===== config.mk =====
export PLATFORM = sky130hd
export DESIGN_NAME = bitmap_first_fit_block_allocator_unit
export DESIGN_NICKNAME = d
export VERILOG_FILES = /design/src/rtl/bfa_pkg.sv /design/src/rtl/bfa_ram.sv /design/src/rtl/bitmap_first_fit_block_allocator_unit.sv
export SDC_FILE = /design/constraint.sdc
export NUM_CORES = 1
export LEC_CHECK = 0
export BUFFER_PORTS_ARGS = -buffer_cell sky130_fd_sc_hd__buf_2
export CAP_MARGIN = 10
export CELL_PAD_IN_SITES_DETAIL_PLACEMENT = 1
export CELL_PAD_IN_SITES_GLOBAL_PLACEMENT = 2
export CORE_AREA = 2 2 396 280
export CTS_CLUSTER_SIZE = 40
export DETAILED_ROUTE_END_ITERATION = 8
export DIE_AREA = 0 0 398 282
export PLACE_DENSITY = 0.72
export SYNTH_ARGS = -nofsm -noshare
export SYNTH_HDL_FRONTEND = slang
export SYNTH_HIERARCHICAL = 1
export SYNTH_SLANG_ARGS = --single-unit

===== constraint.sdc =====
create_clock -name clk -period 15.55 [get_ports clk]
set_input_delay 0 -clock clk [delete_from_list [all_inputs] [get_ports clk]]
set_output_delay 0 -clock clk [all_outputs]
set_load 0.02 [all_outputs]

===== src/rtl/bfa_pkg.sv =====
`timescale 1ns / 1ps
`default_nettype none
package bfa_pkg;

  localparam int MAX_BLOCK_COUNT = 1024;
  localparam int MAP_WORD_BITS   = 32;
  localparam int MAP_WORDS       = (MAX_BLOCK_COUNT + MAP_WORD_BITS - 1) / MAP_WORD_BITS;

  localparam int BLK_W   = 10;                        // block_index / granted_index
  localparam int CNT_W   = 11;                        // counts and limit
  localparam int STAT_W  = 2;
  localparam int BIT_W   = $clog2(MAP_WORD_BITS);     // bit within a map word
  localparam int WADDR_W = $clog2(MAP_WORDS);         // map word address
  localparam int WCNT_W  = WADDR_W + 1;               // word counter, holds MAP_WORDS

  localparam logic [0:0] CMD_ALLOC = 1'b0;
  localparam logic [0:0] CMD_FREE  = 1'b1;

  localparam logic [STAT_W-1:0] STATUS_OK       = 2'd0;
  localparam logic [STAT_W-1:0] STATUS_FULL     = 2'd1;
  localparam logic [STAT_W-1:0] STATUS_NOT_USED = 2'd2;

  typedef logic [MAP_WORD_BITS-1:0] map_word_t;

  // Lowest set bit of a map word; zero when the word is empty.
  function automatic logic [BIT_W-1:0] lowest_set(input map_word_t v);
    logic [BIT_W-1:0] pos;
    pos = '0;
    for (int i = MAP_WORD_BITS - 1; i >= 0; i--) begin
      if (v[i]) begin
        pos = i[BIT_W-1:0];
      end
    end
    return pos;
  endfunction

  // Bits of a map word that lie below the limit: lo low bits set.
  function automatic map_word_t low_mask(input logic [BIT_W-1:0] lo);
    map_word_t m;
    for (int i = 0; i < MAP_WORD_BITS; i++) begin
      m[i] = (i < int'(lo));
    end
    return m;
  endfunction

endpackage
`default_nettype wire


===== src/rtl/bfa_ram.sv =====
`timescale 1ns / 1ps
`default_nettype none
module bfa_ram #(
  parameter int WIDTH = 32,
  parameter int DEPTH = 32
) (
  input  wire logic                     clk,
  input  wire logic                     we,
  input  wire logic [$clog2(DEPTH)-1:0] waddr,
  input  wire logic [WIDTH-1:0]         wdata,
  input  wire logic                     re,
  input  wire logic [$clog2(DEPTH)-1:0] raddr,
  output logic      [WIDTH-1:0]         rdata
);

  logic [WIDTH-1:0] mem [DEPTH];

  always_ff @(posedge clk) begin
    if (we) begin
      mem[waddr] <= wdata;
    end
    if (re) begin
      rdata <= mem[raddr];
    end
  end

endmodule
`default_nettype wire


===== src/rtl/bitmap_first_fit_block_allocator_unit.sv =====
`timescale 1ns / 1ps
`default_nettype none
// Sequence: a free reads the map word of its block; an allocate reads map words from word 0
//   until one holds a free bit or the limit is reached; the result is registered from the last word read.
// Throughput: one item at a time, the next taken once the last is done; the scan pace is
//   set by the single read port of the bitmap RAM walked one word a cycle through the
//   per-word priority encoder; a stalled result holds the final step of the item behind it.
// Reset (rst, synchronous): bitmap reads as all free via per-word valid bits, count zero,
//   limit 1024, no result pending; no clearing pass is needed.
module bitmap_first_fit_block_allocator_unit (
  input  wire logic                        clk,
  input  wire logic                        rst,
  // request channel
  input  wire logic                        in_valid,
  output logic                             in_stall,
  input  wire logic [0:0]                  command,
  input  wire logic [bfa_pkg::BLK_W-1:0]   block_index,
  // result channel
  output logic                             out_valid,
  input  wire logic                        out_stall,
  output logic      [bfa_pkg::STAT_W-1:0]  status,
  output logic      [bfa_pkg::BLK_W-1:0]   granted_index,
  output logic      [bfa_pkg::CNT_W-1:0]   free_count,
  // limit register write
  input  wire logic                        cfg_valid,
  output logic                             cfg_ready,
  input  wire logic [bfa_pkg::CNT_W-1:0]   cfg_data
);
  import bfa_pkg::*;

  localparam logic [0:0] ST_IDLE  = 1'b0;
  localparam logic [0:0] ST_CHECK = 1'b1;

  logic [0:0]         state;
  logic [0:0]         cmd_r;
  logic [BLK_W-1:0]   idx_r;
  logic [WCNT_W-1:0]  word;          // map word scanned by an allocate, whose data sits on the RAM output
  logic [CNT_W-1:0]   used_count;
  logic [CNT_W-1:0]   limit;
  logic [MAP_WORDS-1:0] row_valid;   // a row never written reads as all free
  logic               rd_row_valid;

  // RAM interface
  logic               ram_we;
  logic [WADDR_W-1:0] ram_waddr;
  map_word_t          ram_wdata;
  logic               ram_re;
  logic [WADDR_W-1:0] ram_raddr;
  map_word_t          ram_rdata;

  bfa_ram #(
    .WIDTH (MAP_WORD_BITS),
    .DEPTH (MAP_WORDS)
  ) u_map (
    .clk   (clk),
    .we    (ram_we),
    .waddr (ram_waddr),
    .wdata (ram_wdata),
    .re    (ram_re),
    .raddr (ram_raddr),
    .rdata (ram_rdata)
  );

  // Effective limit: clamp to the bitmap capacity.
  localparam logic [CNT_W-1:0] CAP = CNT_W'(MAX_BLOCK_COUNT);
  logic [CNT_W-1:0]  lim;
  logic [CNT_W-1:0]  lim_round;
  logic [WCNT_W-1:0] nwords;         // map words holding any bit below the limit
  logic [WCNT_W-1:0] lim_hi;
  logic [BIT_W-1:0]  lim_lo;

  assign lim       = (limit > CAP) ? CAP : limit;
  assign lim_round = lim + CNT_W'(MAP_WORD_BITS - 1);
  assign nwords    = lim_round[CNT_W-1:BIT_W];
  assign lim_hi    = lim[CNT_W-1:BIT_W];
  assign lim_lo    = lim[BIT_W-1:0];

  // Word check
  map_word_t         row;
  map_word_t         mask;
  map_word_t         free_bits;
  logic              found;
  logic [BIT_W-1:0]  bitpos;
  logic              last;
  logic              hit;
  logic              done;
  logic              out_free;
  logic              finish;
  logic [WCNT_W-1:0] word_inc;
  logic [CNT_W-1:0]  count_new;

  assign row       = rd_row_valid ? ram_rdata : '0;
  assign free_bits = ~row & mask;
  assign found     = |free_bits;
  assign bitpos    = lowest_set(free_bits);
  assign word_inc  = word + WCNT_W'(1);
  assign last      = (word_inc >= nwords);
  assign hit       = row[idx_r[BIT_W-1:0]];
  assign done      = (cmd_r == CMD_FREE) || found || last;
  // Hold the final step while an earlier result still waits downstream.
  assign out_free  = !out_valid || !out_stall;
  assign finish    = (state == ST_CHECK) && done && out_free;

  always_comb begin
    if (word < lim_hi) begin
      mask = '1;
    end else if (word == lim_hi) begin
      mask = low_mask(lim_lo);
    end else begin
      mask = '0;
    end
  end

  // Accept only between items; a waiting result does not block the next request.
  assign in_stall  = (state != ST_IDLE);
  assign cfg_ready = 1'b1;

  always_comb begin
    ram_re    = 1'b0;
    ram_raddr = '0;
    ram_we    = 1'b0;
    ram_waddr = '0;
    ram_wdata = row;
    count_new = used_count;
    if (state == ST_IDLE) begin
      // Start the read of the first word as the item is taken.
      ram_re    = in_valid;
      ram_raddr = (command == CMD_FREE) ? block_index[BLK_W-1:BIT_W] : '0;
    end else if (!done) begin
      // Advance the scan to the next word.
      ram_re    = 1'b1;
      ram_raddr = word_inc[WADDR_W-1:0];
    end else if (finish) begin
      if (cmd_r == CMD_ALLOC) begin
        if (found) begin
          ram_we    = 1'b1;
          ram_waddr = word[WADDR_W-1:0];
          ram_wdata = row | (map_word_t'(1) << bitpos);
          count_new = used_count + CNT_W'(1);
        end
      end else if (hit) begin
        ram_we    = 1'b1;
        ram_waddr = idx_r[BLK_W-1:BIT_W];
        ram_wdata = row & ~(map_word_t'(1) << idx_r[BIT_W-1:0]);
        if (used_count != '0) begin
          count_new = used_count - CNT_W'(1);
        end
      end
    end
  end

  always_ff @(posedge clk) begin
    if (rst) begin
      state      <= ST_IDLE;
      used_count <= '0;
      limit      <= CAP;
      row_valid  <= '0;
      out_valid  <= 1'b0;
    end else begin
      if (cfg_valid && cfg_ready) begin
        limit <= cfg_data;
      end
      if (ram_we) begin
        row_valid[ram_waddr] <= 1'b1;
      end
      used_count <= count_new;

      unique case (state)
        ST_IDLE: begin
          if (in_valid) begin
            state <= ST_CHECK;
          end
        end
        ST_CHECK: begin
          if (finish) begin
            state <= ST_IDLE;
          end
        end
        default: state <= ST_IDLE;
      endcase

      if (finish) begin
        out_valid <= 1'b1;
      end else if (!out_stall) begin
        out_valid <= 1'b0;
      end
    end
  end

  // Payload registers: no reset needed.
  always_ff @(posedge clk) begin
    if (ram_re) begin
      rd_row_valid <= row_valid[ram_raddr];
    end
    if (state == ST_IDLE && in_valid) begin
      cmd_r <= command;
      idx_r <= block_index;
      word  <= '0;
    end else if (state == ST_CHECK && !done) begin
      word <= word_inc;
    end
    if (finish) begin
      free_count <= (count_new > lim) ? '0 : (lim - count_new);
      if (cmd_r == CMD_ALLOC) begin
        status        <= found ? STATUS_OK : STATUS_FULL;
        granted_index <= found ? {word[WADDR_W-1:0], bitpos} : '0;
      end else begin
        status        <= hit ? STATUS_OK : STATUS_NOT_USED;
        granted_index <= '0;
      end
    end
  end

endmodule
`default_nettype wire


# == Word level (Yosys, flattened, before mapping) ==
# Memories as Yosys holds them, arrays and structs flattened. A register that Yosys moved wholly into a read port is not among the register bits.
# Index checks and enable logic that the tools add are counted.
# totals
ff_bits,97
mem_bits_rw,1024
input_bits,27
output_inout_bits,26
elab_cells,165
mem_count,1
# mem_list
memory,words,width,read_ports,rd_ports_with_merged_regs,wr,line,source
u_map.mem,32,32,1,1,1,bfa_ram.sv:16,logic [WIDTH-1:0] mem [DEPTH];
# classes
add_sub_neg,5
magnitude_cmp,39
n_eq_ne,2
n_shift,2
n_mux,82
bitwise,8
reduce_logical,14
# ops
op,n
two-way mux 32 bit,8
two-way mux 5 bit,41
two-way mux 11 bit,8
"< comparator 5 bit, first input constant",15
bitwise AND 32 bit,2
NOT 32 bit,2
OR 32 bit,2
"left shift 1 x 5 -> 32 bit, first input constant",2
"< comparator 4 x 5 -> 1 bit, first input constant",8
OR reduction 32 bit,1
two-way mux 31 bit,1
"< comparator 3 x 5 -> 1 bit, first input constant",4
"< comparator 5 x 6 -> 1 bit, second input constant",3
two-way mux 1 bit,18
"adder 11 x 1 -> 11 bit, second input constant",1
"adder 11 x 5 -> 11 bit, second input constant",1
> comparator 11 bit,1
"> comparator 11 bit, second input constant",1
nonzero test 11 bit,1
"subtractor 11 x 1 -> 11 bit, second input constant",1
subtractor 11 bit,1
binary-select mux 1 bit (select 5 bit),2
"< comparator 1 x 5 -> 1 bit, first input constant",2
"< comparator 2 x 5 -> 1 bit, first input constant",2
other kinds (14),24

# == Depth between registers and ports, before layout ==
# logic_depth
ltp_word,45
ltp_mapped,28
mapped_depth_nobuf,26

# == Modules after synthesis ==
# The synthesis kept the hierarchy.
# modules_own_cells
mod,instances,cells_each,area_each_um2,seq_area_each_um2
bfa_ram,1,2260,40807.9,31710.4
bitmap_first_fit_block_allocator_unit,1,983,7678.6,2292.2

# == Worst setup path before layout ==
# OpenSTA, ideal clock, no wires.
# synth_timing
path_kind,reg2reg
start,register limit[10]
end,"memory u_map.mem[12][0], enable pin"
setup_ps,421
t_arrival_ps,5995
required_time_ps,15129
path_slack_ps,9134
stages_incl_launch_ff,19
n_path_buf,4
period_less_slack_ps,6416
cell_sequence,dfxtp_1 > inv_1 > nand2_1 > ha_1 > and4_1 > buf_4 > and3_1 > buf_4 > a32o_1 > a2bb2oi_1 > or4b_2 > o41ai_1 > inv_1 > clkbuf_1 > nand2_1 > inv_1 > or3b_2 > clkbuf_1 > nor2_1
# synth_between
elab_cells_between_ends,57
cone_classes,add/sub: 1; order compare: 34; eq/ne: 1; mux: 15; bitwise: 1; reduce/logical: 5
# synth_lines
item,line,source
start: declaration,bitmap_first_fit_block_allocator_unit.sv:39,logic [CNT_W-1:0] limit;
start signal: assignment,bitmap_first_fit_block_allocator_unit.sv:161,limit <= cfg_data;
> comparator 11 bit,bitmap_first_fit_block_allocator_unit.sv:72,assign lim = (limit > CAP) ? CAP : limit;
two-way mux 11 bit (*),bitmap_first_fit_block_allocator_unit.sv:72,
branches (longest 6 deep; another with adder 11 x 5 -> 11 bit),-,
logical OR 1 bit (*),bitmap_first_fit_block_allocator_unit.sv:99,assign done = (cmd_r == CMD_FREE) || found || last;
logical AND 1 bit (*) (2 in a row),bitmap_first_fit_block_allocator_unit.sv:102,assign finish = (state == ST_CHECK) && done && out_free;
net finish,bitmap_first_fit_block_allocator_unit.sv:88,logic finish;
two-way mux 5 bit (*),bitmap_first_fit_block_allocator_unit.sv:133,end else if (finish) begin
two-way mux 5 bit (*),bitmap_first_fit_block_allocator_unit.sv:129,end else if (!done) begin
two-way mux 5 bit (*),bitmap_first_fit_block_allocator_unit.sv:125,if (state == ST_IDLE) begin
net ram_waddr[1],bitmap_first_fit_block_allocator_unit.sv:45,logic [WADDR_W-1:0] ram_waddr;
end: declaration,bfa_ram.sv:16,
# Mark *: on every way through the listed nets, which the timed path passes.

# == Final worst setup path ==
# layout_timing
start,register limit[10]
end,"register u_map.rdata[7] (read register of u_map.mem), data pin"
# layout_between
elab_chain_cells,11
elab_cells_between_ends,47
cone_classes,add/sub: 1; order compare: 34; eq/ne: 1; mux: 7; bitwise: 1; reduce/logical: 3
# layout_rtl
item,line,source
> comparator 11 bit,bitmap_first_fit_block_allocator_unit.sv:72,
two-way mux 11 bit (*),bitmap_first_fit_block_allocator_unit.sv:72,
branches (longest 6 deep; another with adder 11 x 5 -> 11 bit),-,
logical OR 1 bit (*),bitmap_first_fit_block_allocator_unit.sv:99,
two-way mux 5 bit or two-way mux 1 bit (tied branches),bitmap_first_fit_block_allocator_unit.sv:129,
two-way mux 5 bit or two-way mux 1 bit (tied branches),bitmap_first_fit_block_allocator_unit.sv:125,
end: declaration,bfa_ram.sv:13,output logic [WIDTH-1:0] rdata
# Mark *: on every way between the ends.
# A chain may end at the register's enable or synchronous reset.

==> summary.txt <==
STA
  – Final setup viols: 0
  – Setup ws final: 7.262 ns
  – Fmax: 120.7 MHz
  – Tcrit/Tclk final: a little over half
  – Measured slew at the worst slew-check pin: 1.303 ns
  – Hold Vio Cnt, Final: 0
  – Fin. max-slew vios: 0
  – RSZ-0062 raised after global routing: no
  – Slew HR: 12.55%
  – Clk_skew: 0.04126 ns
  – Final min period: slightly above 8 ns
  – Setup_tns: 0 ns

Worst setup path
  – Most used cell, CP: buf_4
  – Crit path capture type: register
  – Critical path's largest stage delay: about 0.9 ns
  – Kind of critical path: register to register
  – R2r setup slk: 7.26 ns
  – R2R depth: 16
  – Required time worst endpoint: 15.99 ns
  – Worst reg2reg path startpoint: limit[10]
  – CP startpoint kind: register
  – R2R Path End: u_map/rdata[7]
  – CP arrival: between 8 and 9 ns
  – Critical path peak fanout: 59
  – Cells along the critical path: inv_1 > ha_1 > and4_1 > o21ai_1 > a32oi_1 > o22ai_1 > or4b_2 > nor4_4 > a32o_4 > buf_4 > buf_4 > mux2i_1 > a22o_1 > nor3_1 > a31oi_1 > nand3_1
  – CP max stage cell: a32o_4

Logic synthesis
  – Top_reg_cell synth: edfxtp_1
  – Largest area contributor in the netlist: edfxtp_1
  – Post-Syn Area: 48490 µm²
  – Syn Nets: 3297
  – Fraction of registers with async set or reset after synthesis: 0%
  – Synth Instances: 3243
  – EDFF count, synth: 1091
  – Synthesized flop and latch total: roughly 1.2k
  – Ys Warns: 6
  – Synth cell types: 91
  – Mean Syn Cell Area: 14.95 µm²
  – Seq/Total Area, Yosys: 70.13%
  – Area contributors post-synth: edfxtp_1 (68%), mux2i_1 (11%), dfxtp_1 (2.6%)
  – Post-synth top area share: 67.57%

Power
  – Cell internal pwr: roughly 5.1 mW
  – Switching power: 1.632 mW
  – Power per cell area: 122.9 nW/µm²
  – VDD IR max: 0.1030 mV
  – Clock network power share: 39.1%
  – Switching part of the total: 24.24%
  – Combinational Power Share: ~8.7%
  – Sequential share of power: between 50% and 60%
  – LEAKAGE: 18.04 nW

Cells and area
  – Antenna cell count: 0
  – # nets final: 3428
  – Multi-input logic area: 13680 µm²
  – Register Area: 34000 µm²
  – Fill cells: 10.40k
  – Area Overhead vs Synth: 13.00%
  – Share of layout cells above drive strength 1: 11.02%

Clock network
  – Longest Clk Path Bufs: 3
  – Total CTS buffers: 110
  – Reg clk slew, reported paths: 0.07 ns
  – Setup bufs post-CTS: 0
  – H-tree depth: 3
  – CTS tree: yes
  – # resized after CTS: 0
  – Root buffer cell: clkbuf_16
  – Clock Latency Late Sink: ~0.74 ns
  – Clk sink count: 1153

Die
  – Die width: 398 µm
  – IO Pins: 53
  – Core footprint: between 100000 and 150000 µm²
  – Starting Density: 44.88%
  – Die area: 112200 µm²
  – Rows: slightly above 100
  – Die height: 282 µm

Place
  – Routability cong.: 0.9153
  – Port buffer count: 51
  – Worst slack, placed: between 7 and 8 ns
  – Post-detail-place hpwl: 88.16 mm

Min path
  – Hold Crit Class: input port to register
  – Hold path depth: 5
  – Hold path startpoint: out_stall
  – Hold endpoint: out_valid

Route
  – Antenna-violating nets left: 0
  – DRT Wirelength: approximately 150 mm
  – Pre-antenna DRT Iters: 5
  – Routed vias/inst: 6.099
  – DR WL/cell: 31.49 µm
  – DR iter-0 viols: between 2k and 3k
  – Via count: 29.93k
  – DRC violations left: 0

Run status
  – Status: finished clean

GRT
  – Grt ovf: 0
  – GRT Total Usage: 27.50%
  – Initial antenna violation count: 0
  – First-pass GRT wire length: roughly 220 mm
  – Largest net degree at the start of global routing: 115
  – Via count of the first global-routing pass: 30.34k

Job
  – Max Cap Viol: 0
==> how the worst max path moves through the flow <==
| stage | slack [ns] | start | cells past startpoint | to |
|---|---|---|---|---|
| 3_5_place_dp | 7.35 | limit[10] | 16 | u_map/rdata[7] |
| 2_1_floorplan | 9.13 | limit[10] | 18 | u_map/mem[12][0] |
| 3_3_place_gp | 7.47 | limit[10] | 16 | u_map/rdata[7] |
| 6_report | 7.26 | limit[10] | 16 | u_map/rdata[7] |
| 5_1_grt | 6.82 | limit[10] | 16 | u_map/rdata[7] |
| 4_1_cts | 7.37 | limit[10] | 16 | u_map/rdata[7] |
==> cells by family after synthesis <==
| group | share of synthesized area [%] |
|---|---|
| buf+inv | 2.472 |
| flops | 70.13 |
| mux | 11.43 |
| xor+xnor | 0.4155 |
| fa+ha+maj | 0.7122 |
| other cells | 0.007734 |
| simple gates | 6.714 |
| compound gates | 8.121 |
==> synthesized netlist by cell type, drive strengths merged (4+ instances only) <==
master      n
ha         26
nand2     198
o21ai      61
nor3b       6
o22ai      11
clkbuf     75
a21oi     187
a22o       76
dfxtp      62
nand4       8
nor4        4
nand2b      7
and2       21
o211a       4
nor2b      20
nor2      159
mux2        4
or4         6
inv        42
o21bai      8
and3       18
nand3b     10
nor3       55
nand3     131
or2         7
a31oi      40
o211ai     10
a21o       22
mux2i     542
xor2        4
o21a        5
a32o        8
or3b        4
a211oi      6
or3         5
edfxtp   1091
nand4b      5
buf       103
a22oi     106
a32oi       7
xnor2      19
a2111oi     5
==> worst max-delay path, delay by kind of cell (launching register included) <==
kind                     cells  cell delay (ns)
AO/OA/AOI/OAI                6             2.41
adder cells (fa/ha/maj)      1             0.48
buffers and inverters        3             1.87
flip-flops                   1             0.87
multiplexers                 1             0.33
AND/OR/NAND/NOR              5             1.94
==> routing by layer <==
metal / part of all wire [%] / track usage, %
met5: 0 / 0
met4: 2.5 / 6.760
met2: 44 / 41.56
met1: 46 / 40.32
met3: 7.3 / 6.160
==> through the flow <==
| step | std cells | power, mW | instance area, µm² | util (%) | hold slack (ns) |
|---|---|---|---|---|---|
| 3_3_place_gp | 4634 | 4.122 | 50530 | 46.77 | 0.1776 |
| 4_1_cts | 4896 | 6.768 | 54600 | 50.54 | 0.1508 |
| 2_1_floorplan | 3243 | 3.921 | 48490 | - | 0.09887 |
| 3_5_place_dp | 4634 | 4.135 | 50530 | 46.77 | 0.1787 |
| 5_1_grt | 4907 | 6.941 | 54790 | 50.71 | 0.2046 |
| 6_report | 4907 | 6.732 | 54790 | 50.71 | 0.2035 |
==> repair_timing <==
| item | CTS | global route |
|---|---|---|
| hold buffers | 59 | 0 |
| hold endpoints to repair | 78 | 0 |
| setup endpoints to repair | 0 | 0 |
==> registers in the layout, summed over array words and instances, names as in the netlist, 2 cells and up <==
signal	count
granted_index	10
free_count	11
word	6
limit	11
idx_r	10
u_map/rdata	32
row_valid	32
status	2
used_count	11
u_map/mem	1024
==> cells in the final DEF (no fill, tap or decap), types with 40 or more instances in the layout <==
master         count
clkbuf_16        110
a31oi_1           40
nor2_1           126
buf_4             71
o21ai_0           41
a22oi_1          106
nand2_1          197
inv_1             41
edfxtp_1        1091
a22o_1            76
nor3_1            54
nand3_1          130
dlygate4sd3_1     59
buf_2             51
mux2i_1          542
dfxtp_1           62
a21oi_1          187
==> power by group through the flow <==
stage                     Clock (mW)  Combinational (mW)  Sequential, mW
final                           2.63               0.586            3.51
after global routing            2.80               0.628            3.51
after floorplan                    0               0.359            3.56
after detailed placement           0               0.556            3.58
after global placement             0               0.543            3.58
after CTS                       2.68               0.570            3.51
==> cell type report <==
cell class,instances,area share [%]
repair buffers,197,3.021
inverters,43,0.2946
well taps,1442,3.293
multi-input cells,1869,24.98
flip-flops and latches,1153,62.06
clock buffers,133,5.182
clock inverters,70,1.169
(Power assumes the default switching activity.)
